--- src/design/ccdr_pkg.sv ---
// ----------------------------------------------------------------------------
// ccdr_pkg - shared types and constants for the cursor clamp unit
// Fixed-point widths, register indexes, outcome codes, the rectangle layout
// and the token that travels down the cell chain.
// ----------------------------------------------------------------------------
package ccdr_pkg;

	localparam int DEF_MAX_DISPLAYS = 7;
	localparam int FRACTION_BITS    = 8;

	localparam int POS_W   = 24;                    // cursor coordinate
	localparam int EDGE_W  = 16 + 2 + FRACTION_BITS; // scaled rect edge, signed
	localparam int DIFF_W  = EDGE_W + 1;            // point minus edge
	localparam int MAG_W   = EDGE_W;                // |difference|
	localparam int SQ_W    = 2 * MAG_W;
	localparam int DIST_W  = SQ_W + 1;              // dx^2 + dy^2
	localparam int CNT_W   = 3;
	localparam int CFG_IDX_W  = 3;
	localparam int CFG_DATA_W = 64;

	// register indexes
	localparam logic [CFG_IDX_W-1:0] CFG_DISPLAY_COUNT  = 3'd0;
	localparam logic [CFG_IDX_W-1:0] CFG_DISPLAY_RECT_0 = 3'd1;

	// outcome codes
	localparam logic [1:0] OC_INSIDE  = 2'd0;
	localparam logic [1:0] OC_CLAMPED = 2'd1;
	localparam logic [1:0] OC_ORIGIN  = 2'd2;
	localparam logic [1:0] OC_SET     = 2'd3;

	typedef struct packed {
		logic [15:0]        height;
		logic [15:0]        width;
		logic signed [15:0] oy;
		logic signed [15:0] ox;
	} ccdr_rect_t;

	typedef struct packed {
		logic                     set;
		logic                     in_rect;
		logic                     clamped;
		logic signed [POS_W-1:0]  px;
		logic signed [POS_W-1:0]  py;
		logic [DIST_W-1:0]        best;
		logic signed [EDGE_W-1:0] bx;
		logic signed [EDGE_W-1:0] by;
	} ccdr_tok_t;

	// saturate a wide signed value into the cursor range
	function automatic logic [POS_W-1:0] sat_pos(input logic [EDGE_W-1:0] v);
		logic [EDGE_W-POS_W:0] top;
		top = v[EDGE_W-1:POS_W-1];
		if (top == '0 || top == '1)
			return v[POS_W-1:0];
		else if (v[EDGE_W-1])
			return {1'b1, {(POS_W-1){1'b0}}};
		else
			return {1'b0, {(POS_W-1){1'b1}}};
	endfunction

endpackage

--- src/design/ccdr_cell.sv ---
// ----------------------------------------------------------------------------
// ccdr_cell - one link of the rectangle chain
// Stage 1 clamps the point to the rectangle and squares the offsets; stage 2
// sums them and keeps the nearer candidate. The seed cell loads the distance
// to the origin as the starting best.
// ----------------------------------------------------------------------------
module ccdr_cell import ccdr_pkg::*; #(
	parameter bit SEED = 1'b0
) (
	input  logic       clk,
	input  logic       arst_n,
	input  logic       valid_in,
	input  ccdr_tok_t  tok_in,
	input  ccdr_rect_t rect,
	input  logic       active,
	output logic       valid_out,
	output ccdr_tok_t  tok_out
);

	logic signed [EDGE_W-1:0] x0, x1, y0, y1, pxe, pye, cx, cy;
	logic signed [DIFF_W-1:0] dx, dy, ax, ay;
	logic [MAG_W-1:0]         magx, magy;
	logic                     hit;

	always_comb begin
		x0  = EDGE_W'($signed(rect.ox)) <<< FRACTION_BITS;
		y0  = EDGE_W'($signed(rect.oy)) <<< FRACTION_BITS;
		x1  = (EDGE_W'($signed(rect.ox)) + $signed(EDGE_W'(rect.width))) <<< FRACTION_BITS;
		y1  = (EDGE_W'($signed(rect.oy)) + $signed(EDGE_W'(rect.height))) <<< FRACTION_BITS;
		pxe = EDGE_W'($signed(tok_in.px));
		pye = EDGE_W'($signed(tok_in.py));
		hit = (pxe >= x0) && (pxe < x1) && (pye >= y0) && (pye < y1);
		// far edge if beyond it, the point if past the origin, else the origin
		cx  = (x1 < pxe) ? x1 : ((pxe > x0) ? pxe : x0);
		cy  = (y1 < pye) ? y1 : ((pye > y0) ? pye : y0);
		dx  = DIFF_W'(pxe) - DIFF_W'(cx);
		dy  = DIFF_W'(pye) - DIFF_W'(cy);
		ax  = dx[DIFF_W-1] ? -dx : dx;
		ay  = dy[DIFF_W-1] ? -dy : dy;
		magx = ax[MAG_W-1:0];
		magy = ay[MAG_W-1:0];
	end

	logic                     v_s1, v_s2;
	ccdr_tok_t                tok_s1, tok_s2, tok_nx;
	logic signed [EDGE_W-1:0] cx_s1, cy_s1;
	logic [SQ_W-1:0]          sqx_s1, sqy_s1;
	logic                     hit_s1, use_s1;
	logic [DIST_W-1:0]        dsum;

	always_ff @(posedge clk or negedge arst_n) begin
		if (!arst_n) begin
			v_s1 <= 1'b0;
			v_s2 <= 1'b0;
		end else begin
			v_s1 <= valid_in;
			v_s2 <= v_s1;
		end
	end

	always_ff @(posedge clk) begin
		if (valid_in) begin
			tok_s1 <= tok_in;
			cx_s1  <= cx;
			cy_s1  <= cy;
			sqx_s1 <= magx * magx;
			sqy_s1 <= magy * magy;
			hit_s1 <= hit;
			use_s1 <= active && !tok_in.in_rect && !tok_in.set;
		end
	end

	always_comb begin
		dsum   = DIST_W'(sqx_s1) + DIST_W'(sqy_s1);
		tok_nx = tok_s1;
		if (SEED) begin
			tok_nx.best = dsum;
			tok_nx.bx   = cx_s1;
			tok_nx.by   = cy_s1;
		end else if (use_s1) begin
			if (hit_s1) begin
				tok_nx.in_rect = 1'b1;
			end else if (dsum < tok_s1.best) begin
				// strict: earlier rectangle or origin keeps a tie
				tok_nx.best    = dsum;
				tok_nx.bx      = cx_s1;
				tok_nx.by      = cy_s1;
				tok_nx.clamped = 1'b1;
			end
		end
	end

	always_ff @(posedge clk) begin
		if (v_s1)
			tok_s2 <= tok_nx;
	end

	assign valid_out = v_s2;
	assign tok_out   = tok_s2;

endmodule

--- config.mk ---
export PLATFORM = sky130hd
export DESIGN_NAME = ccdr_cell
export DESIGN_NICKNAME = d
export VERILOG_FILES = /design/src/design/ccdr_pkg.sv /design/src/design/ccdr_cell.sv
export SDC_FILE = /design/constraint.sdc
export NUM_CORES = 2
export LEC_CHECK = 0
export BUFFER_PORTS_ARGS = -buffer_cell sky130_fd_sc_hd__buf_4
export CAP_MARGIN = 20
export CORE_MARGIN = 2
export CORE_UTILIZATION = 60
export CTS_CLUSTER_SIZE = 14
export DETAILED_ROUTE_END_ITERATION = 8
export PLACE_DENSITY = 0.87
export SYNTH_ARGS = -nofsm -noshare
export SYNTH_HDL_FRONTEND = slang
export SYNTH_SLANG_ARGS = --single-unit
--- constraint.sdc ---
create_clock -name clk -period 11.52 [get_ports clk]
set_input_delay 1.152 -clock clk [delete_from_list [all_inputs] [get_ports clk]]
set_output_delay 1.152 -clock clk [all_outputs]
set_load 0.1 [all_outputs]
Yosys cells after proc, flatten, opt, wreduce, memory -nomap -nowiden
Cells that the tools add are included.
{"block": "totals", "input_bits": 224, "word_cells": 62, "reg_bits": 472}
{"block": "op_classes", "mul": 2, "n_addsub": 7, "order_cmp": 9, "reduce_logical": 7, "mux": 13}
{"operator": "105-bit 2-to-1 mux", "n": 3}
{"operator": "26-bit 2-to-1 mux", "n": 6}
{"operator": "26-bit by 26-bit multiplier with 52-bit output", "n": 2}
{"operator": "24-bit by 26-bit subtractor with 27-bit output", "n": 2}
{"operator": "52-bit by 52-bit adder with 53-bit output", "n": 1}
{"operator": "53-bit less-than comparator", "n": 1}
{"operator": "24-bit by 26-bit less-than comparator with 1-bit output", "n": 2}
{"operator": "26-bit by 24-bit less-than comparator with 1-bit output", "n": 2}
{"operator": "26-bit negator", "n": 2}
{"operator": "24-bit greater-or-equal comparator", "n": 2}
{"operator": "24-bit > comparator", "n": 2}
{"operator": "16-bit by 17-bit adder with 18-bit output", "n": 2}
{"operator": "1-bit logical AND", "n": 5}
{"operator": "1-bit 2-to-1 mux", "n": 3}
{"operator": "1-bit logical NOT", "n": 2}
{"operator": "2-bit 2-to-1 mux", "n": 1}

Logic depth before layout (Yosys ltp)
{"block": "depth", "depth_word": 7, "mapped_depth": 79}

Worst setup path before layout
Ideal clock, no wire load.
{"block": "synth_path", "path_type": "input -> register", "start": "input rect[16] (netlist bit)", "end": "register sqy_s1[51] (data pin)", "t_arrival_ns": 16.666, "stages": 74, "t_required_ns": 11.261, "path_slack_ns": -5.405, "setup_time_ns": 0.259, "cell_sequence": "ha_1 fa_1 a211oi_1 o21ai_0 a21oi_1 nor2b_1 o21ai_0 nand2_1 a21o_1 a21oi_1 o21bai_1 a21oi_1 inv_1 a21oi_1 nor2_1 nor2_1 xnor2_1 ha_1 [... 38 more ...] ha_1 and3_1 a221o_1 nor4_1 o211a_1 nor4_1 nor2_1 a211oi_1 a2111oi_0 o21bai_1 nand4_1 nand2_1 a211oi_1 o21ai_0 a21o_1 nand2_1 a21oi_1 xnor2_1"}
{"block": "synth_between", "elab_chain_cells": 7, "elab_cells_between_ends": 9}
{"element": "start, declared", "line_no": "ccdr_cell.sv:14", "text": "input ccdr_rect_t rect,"}
{"element": "16-bit by 17-bit adder with 18-bit output / 24-bit > comparator (equally long branches)", "line_no": "ccdr_cell.sv:29, ccdr_cell.sv:35"}
{"element": "26-bit by 24-bit less-than comparator with 1-bit output / 26-bit 2-to-1 mux (equally long branches)", "line_no": "ccdr_cell.sv:35", "text": "cy = (y1 < pye) ? y1 : ((pye > y0) ? pye : y0);"}
{"element": "26-bit 2-to-1 mux (*)", "line_no": "ccdr_cell.sv:35"}
{"element": "net cy[0]", "line_no": "ccdr_cell.sv:20", "text": "logic signed [EDGE_W-1:0] x0, x1, y0, y1, pxe, pye, cx, cy;"}
{"element": "24-bit by 26-bit subtractor with 27-bit output (*)", "line_no": "ccdr_cell.sv:37", "text": "dy = DIFF_W'(pye) - DIFF_W'(cy);"}
{"element": "26-bit negator", "line_no": "ccdr_cell.sv:39", "text": "ay = dy[DIFF_W-1] ? -dy : dy;"}
{"element": "26-bit 2-to-1 mux (*)", "line_no": "ccdr_cell.sv:39"}
{"element": "26-bit by 26-bit multiplier with 52-bit output (*)", "line_no": "ccdr_cell.sv:67", "text": "sqy_s1 <= magy * magy;"}
{"element": "end signal, assigned", "line_no": "ccdr_cell.sv:67"}
{"element": "end, declared", "line_no": "ccdr_cell.sv:47", "text": "logic [SQ_W-1:0] sqx_s1, sqy_s1;"}
The timed path passes the listed nets; every way through them passes the cells marked *.
A chain may end at the register's enable or synchronous reset.

Final worst setup path
{"block": "layout_path", "start": "input rect[5] (netlist bit)", "end": "register sqx_s1[50] (data pin)"}
{"block": "layout_between", "elab_chain_cells": 7, "elab_cells_between_ends": 9}
{"element": "16-bit by 17-bit adder with 18-bit output / 24-bit > comparator (equally long branches)", "line_no": "ccdr_cell.sv:28, ccdr_cell.sv:34"}
{"element": "26-bit by 24-bit less-than comparator with 1-bit output / 26-bit 2-to-1 mux (equally long branches)", "line_no": "ccdr_cell.sv:34", "text": "cx = (x1 < pxe) ? x1 : ((pxe > x0) ? pxe : x0);"}
{"element": "26-bit 2-to-1 mux (*)", "line_no": "ccdr_cell.sv:34"}
{"element": "24-bit by 26-bit subtractor with 27-bit output (*)", "line_no": "ccdr_cell.sv:36", "text": "dx = DIFF_W'(pxe) - DIFF_W'(cx);"}
{"element": "26-bit negator", "line_no": "ccdr_cell.sv:38", "text": "ax = dx[DIFF_W-1] ? -dx : dx;"}
{"element": "26-bit 2-to-1 mux (*)", "line_no": "ccdr_cell.sv:38"}
{"element": "26-bit by 26-bit multiplier with 52-bit output (*)", "line_no": "ccdr_cell.sv:66", "text": "sqx_s1 <= magx * magx;"}
{"element": "end signal, assigned", "line_no": "ccdr_cell.sv:66"}
{"element": "end, declared", "line_no": "ccdr_cell.sv:47"}
Every way passes the cells marked *; elsewhere a longest branch is shown, timed or not.

==> Flow_metrics.wiki <==
{| class="wikitable"
! Metric !! Value
|-
| Level count of the clock H-tree || 2
|-
| Number of instances in the placed design || approximately 9500
|-
| Root buffer selected by CTS || sky130_fd_sc_hd__clkbuf_16
|-
| Final hold violations || 0
|-
| Iter 0 DRT Violations || about 7000
|-
| Peak clock frequency supported by timing || 63.03 MHz
|-
| Slack of the critical path || -4.346 ns
|-
| Die area || 110200 um2
|-
| CTS Buffer Depth || 3
|-
| Placement row count || 120
|-
| Summed negative setup slack over all endpoints || -252.95 ns
|-
| Actual transition at the worst max-transition pin || about 1.2 ns
|-
| Hold buffer count at cts || 0
|-
| Async SR Flop Fraction || less than 1%
|-
| Clock-pin slew reported for the worst setup and hold paths after clock tree synthesis || 0.06 ns
|-
| Source-to-sink clock delay at the later pin of the worst-skew pair || 0.70 ns
|-
| # DRC || 2
|-
| Number of nets in the final layout || about 10000
|-
| Worst endpoint required time || 11.94 ns
|-
| Tmin final || 15.87 ns
|-
| Critical Path End Type || flop
|-
| Period utilization || 137.7%
|-
| Detail Placement HPWL || 176100 um
|-
| Cell Area, Synth || 64510 um2
|-
| Yosys warning count || 0
|-
| Worst slew slack as a fraction of its limit || ~18%
|-
| EDFF count, synth || 468
|-
| Crit-path max cell delay || 0.68 ns
|-
| Max-slew violation count || 0
|-
| DRT Pass-1 Iters || 9
|-
| Most Frequent Cell on Critical Path || sky130_fd_sc_hd__fa_1
|-
| Total routed wirelength || 248400 um
|-
| TritonCTS clock tree || yes
|-
| Core Box Area || 106900 um2
|-
| Non-filler cells in the finished layout || 9745
|-
| Die width || 331.9 um
|-
| Critical-path maximum fanout || 8
|-
| RSZ-0062 raised after global routing || true
|-
| Antenna violations before repair || 8
|-
| Violations in the final reports || design-rule violations, negative setup slack
|-
| Total overflow reported by the global router || 0
|-
| PortBufs || 380
|-
| Slowest CP cell || sky130_fd_sc_hd__fa_1
|-
| Class of the tightest hold or removal check || in -> async
|-
| Arrival time worst endpoint || 16.28 ns
|-
| Cells after synthesis || 6457
|-
| Antenna viol nets, final || 0
|-
| FF+latch count, synth || 470
|-
| First-pass GRT wire length || 355700 um
|-
| Sequential cell area fraction in the yosys report || between 20% and 30%
|-
| Boundary Pins || 381
|-
| Tot GR Track Use || 42.32%
|-
| Total clock buffers created by CTS || 53
|-
| Final count of negative-setup-slack endpoints || 94
|-
| Mean routed wirelength per cell || 25.49 um
|-
| Startpoint kind of the worst setup timing path || input port
|-
| Clock skew after layout || about 0.069 ns
|-
| Signed area change from the synthesized netlist to the final layout || 33.82%
|-
| Fraction of layout instances using a drive strength above 1 || around a third
|-
| Routability Congestion || 1.019
|-
| Critical path type || in -> reg
|-
| Clock sink count || 470
|-
| DR vias || around 60000
|-
| Overall die height || approximately 330 um
|-
| Largest net degree at the start of global routing || 138
|-
| Mapped Nets || ~8300
|-
| Commonest register cell after synthesis || sky130_fd_sc_hd__edfxtp_1
|-
| Run status || finished with violations
|-
| Max-cap check violation count || 0
|-
| Vias in the first global route || 64120
|-
| DR vias/cell || 6.135
|-
| Count of different cell masters after synthesis || 111
|-
| Starting Density || between 60 and 70%
|-
| Post-synthesis area per instance || between 9 and 10 um2
|}
[state kept, by name, summed over array words and instances (netlist names)]
register,cells
cx_s1,26
sqx_s1,51
tok_out,156
v_s1,1
use_s1,1
valid_out,1
tok_s1,107
hit_s1,1
cy_s1,26
sqy_s1,51
tok_nx,49
[layout by cell type, fill, tap and decap left out, types with 17 or more instances in the layout]
cell type / n
sky130_fd_sc_hd__edfxtp_1: 468
sky130_fd_sc_hd__a31oi_1: 19
sky130_fd_sc_hd__nand2_2: 43
sky130_fd_sc_hd__xor2_1: 61
sky130_fd_sc_hd__ha_4: 45
sky130_fd_sc_hd__nor3_1: 51
sky130_fd_sc_hd__a21o_1: 91
sky130_fd_sc_hd__fa_2: 46
sky130_fd_sc_hd__nand2_1: 468
sky130_fd_sc_hd__fa_1: 986
sky130_fd_sc_hd__buf_4: 1847
sky130_fd_sc_hd__buf_12: 28
sky130_fd_sc_hd__ha_1: 581
sky130_fd_sc_hd__xor2_2: 17
sky130_fd_sc_hd__o21ai_1: 33
sky130_fd_sc_hd__or2_2: 24
sky130_fd_sc_hd__a21oi_1: 165
sky130_fd_sc_hd__nor2_1: 522
sky130_fd_sc_hd__nor2b_1: 32
sky130_fd_sc_hd__inv_2: 49
sky130_fd_sc_hd__xnor2_1: 133
sky130_fd_sc_hd__mux2_2: 63
sky130_fd_sc_hd__nand2b_1: 57
sky130_fd_sc_hd__nor2_2: 60
sky130_fd_sc_hd__inv_1: 1380
sky130_fd_sc_hd__o21bai_1: 30
sky130_fd_sc_hd__nor2_4: 38
sky130_fd_sc_hd__and3_1: 21
sky130_fd_sc_hd__xnor2_2: 39
sky130_fd_sc_hd__a21oi_2: 55
sky130_fd_sc_hd__clkbuf_16: 54
sky130_fd_sc_hd__nand4_1: 41
sky130_fd_sc_hd__o21a_1: 28
sky130_fd_sc_hd__buf_6: 73
sky130_fd_sc_hd__nand3_1: 36
sky130_fd_sc_hd__o21ai_0: 111
sky130_fd_sc_hd__o21ai_2: 29
[through the flow]
step / setup WS (ns) / utilization (%) / hold WS [ns] / cell area [um2]
2_1_floorplan: -3.743 / - / 0.4003 / 66410
3_3_place_gp: -4.106 / 75.36 / 0.4002 / 80560
3_5_place_dp: -4.467 / 75.36 / 0.4059 / 80560
4_1_cts: -3.464 / 79.07 / 0.2307 / 84530
5_1_grt: -4.614 / 80.75 / 0.2376 / 86320
6_report: -4.346 / 80.75 / 0.2346 / 86330
[logic make-up after synthesis]
logic type | count (synthesis) | synth area share, %
AND/OR/NAND/NOR | 1536 | 10.51
adder cells (fa/ha/maj) | 1670 | 44.38
flip-flops | 470 | 21.86
XOR/XNOR | 268 | 3.802
multiplexers | 81 | 1.396
AO/OA/AOI/OAI | 814 | 8.458
buffers and inverters | 1618 | 9.585
[critical path, delay by kind of cell]
kind                     cells  cell delay (ns)
AO/OA/AOI/OAI               34             6.55
AND/OR/NAND/NOR             11             2.07
adder cells (fa/ha/maj)     11             4.92
buffers and inverters        5             0.92
XOR/XNOR                     3             0.63
[Yosys cell counts, drive strengths merged (10+ instances only)]
| cell | n | area share, % |
|---|---|---|
| a211oi | 26 | 0.32 |
| a21boi | 17 | 0.20 |
| o211ai | 19 | 0.24 |
| mux2 | 66 | 1.2 |
| clkbuf | 117 | 0.68 |
| edfxtp | 468 | 22 |
| mux2i | 15 | 0.23 |
| nand2 | 519 | 3.0 |
| a21oi | 230 | 1.8 |
| nor3 | 68 | 0.59 |
| buf | 51 | 0.47 |
| and3 | 25 | 0.24 |
| o21bai | 31 | 0.36 |
| fa | 1032 | 32 |
| xnor2 | 185 | 2.6 |
| ha | 634 | 12 |
| and2 | 20 | 0.19 |
| a31oi | 33 | 0.38 |
| nor2b | 39 | 0.38 |
| nand3 | 45 | 0.37 |
| or3 | 15 | 0.15 |
| or2 | 35 | 0.34 |
| o2111ai | 13 | 0.18 |
| a2111oi | 14 | 0.33 |
| o31a | 10 | 0.14 |
| o21ai | 180 | 1.4 |
| nor4 | 17 | 0.21 |
| a31o | 10 | 0.14 |
| nand4 | 42 | 0.42 |
| inv | 1445 | 8.4 |
| a21o | 91 | 1.1 |
| nor2 | 620 | 3.6 |
| o31ai | 28 | 0.37 |
| nand2b | 62 | 0.60 |
| xor2 | 83 | 1.2 |
| o21a | 29 | 0.34 |
[cell type report]
class,instances,area (um2)
Antenna cell,2,5.005
Clock buffer,57,1341
Clock inverter,36,359.1
Fill cell,5590,20570
Inverter,1450,5504
Multi-Input combinational cell,4370,47860
Sequential cell,470,14110
Tap cell,1403,1755
Timing Repair Buffer,1957,15400
[timing repair]
item                                    4_1_cts  5_1_grt
endpoints found under the setup margin       93       94
setup buffers                               142       78
gates resized for setup                     278      282
gates cloned                                  0        2
pin swaps                                   177      173
hold endpoints to repair                      0        0
[routing by layer]
| metal | track usage [%] | wire length (um) |
|---|---|---|
| met2 | 68.42 | 112200 |
| met1 | 47.39 | 77820 |
| met3 | 11.72 | 30790 |
| met5 | 0.1737 | 99 |
| met4 | 33.49 | 27560 |
[path summary, 6_finish.rpt]
check | from | to | slack [ns] | cells past startpoint
min | arst_n | v_s1$_DFF_PN0_ | 0.23 | 1
max in group asynchronous | arst_n | v_s1$_DFF_PN0_ | 11.18 | 1
max reg2reg | sqx_s1[3]$_DFFE_PP_ | tok_out[104]$_DFFE_PP_ | 1.83 | 34
max | rect[5] | sqx_s1[50]$_DFFE_PP_ | -4.35 | 64
min reg2reg | tok_nx[132]$_DFFE_PP_ | tok_out[132]$_DFFE_PP_ | 0.42 | 0
min in group clk | tok_nx[132]$_DFFE_PP_ | tok_out[132]$_DFFE_PP_ | 0.42 | 0
Power is left out: the tool's default activity adds up to more than one toggle a clock period on the data nets, which glitch-free logic cannot reach.
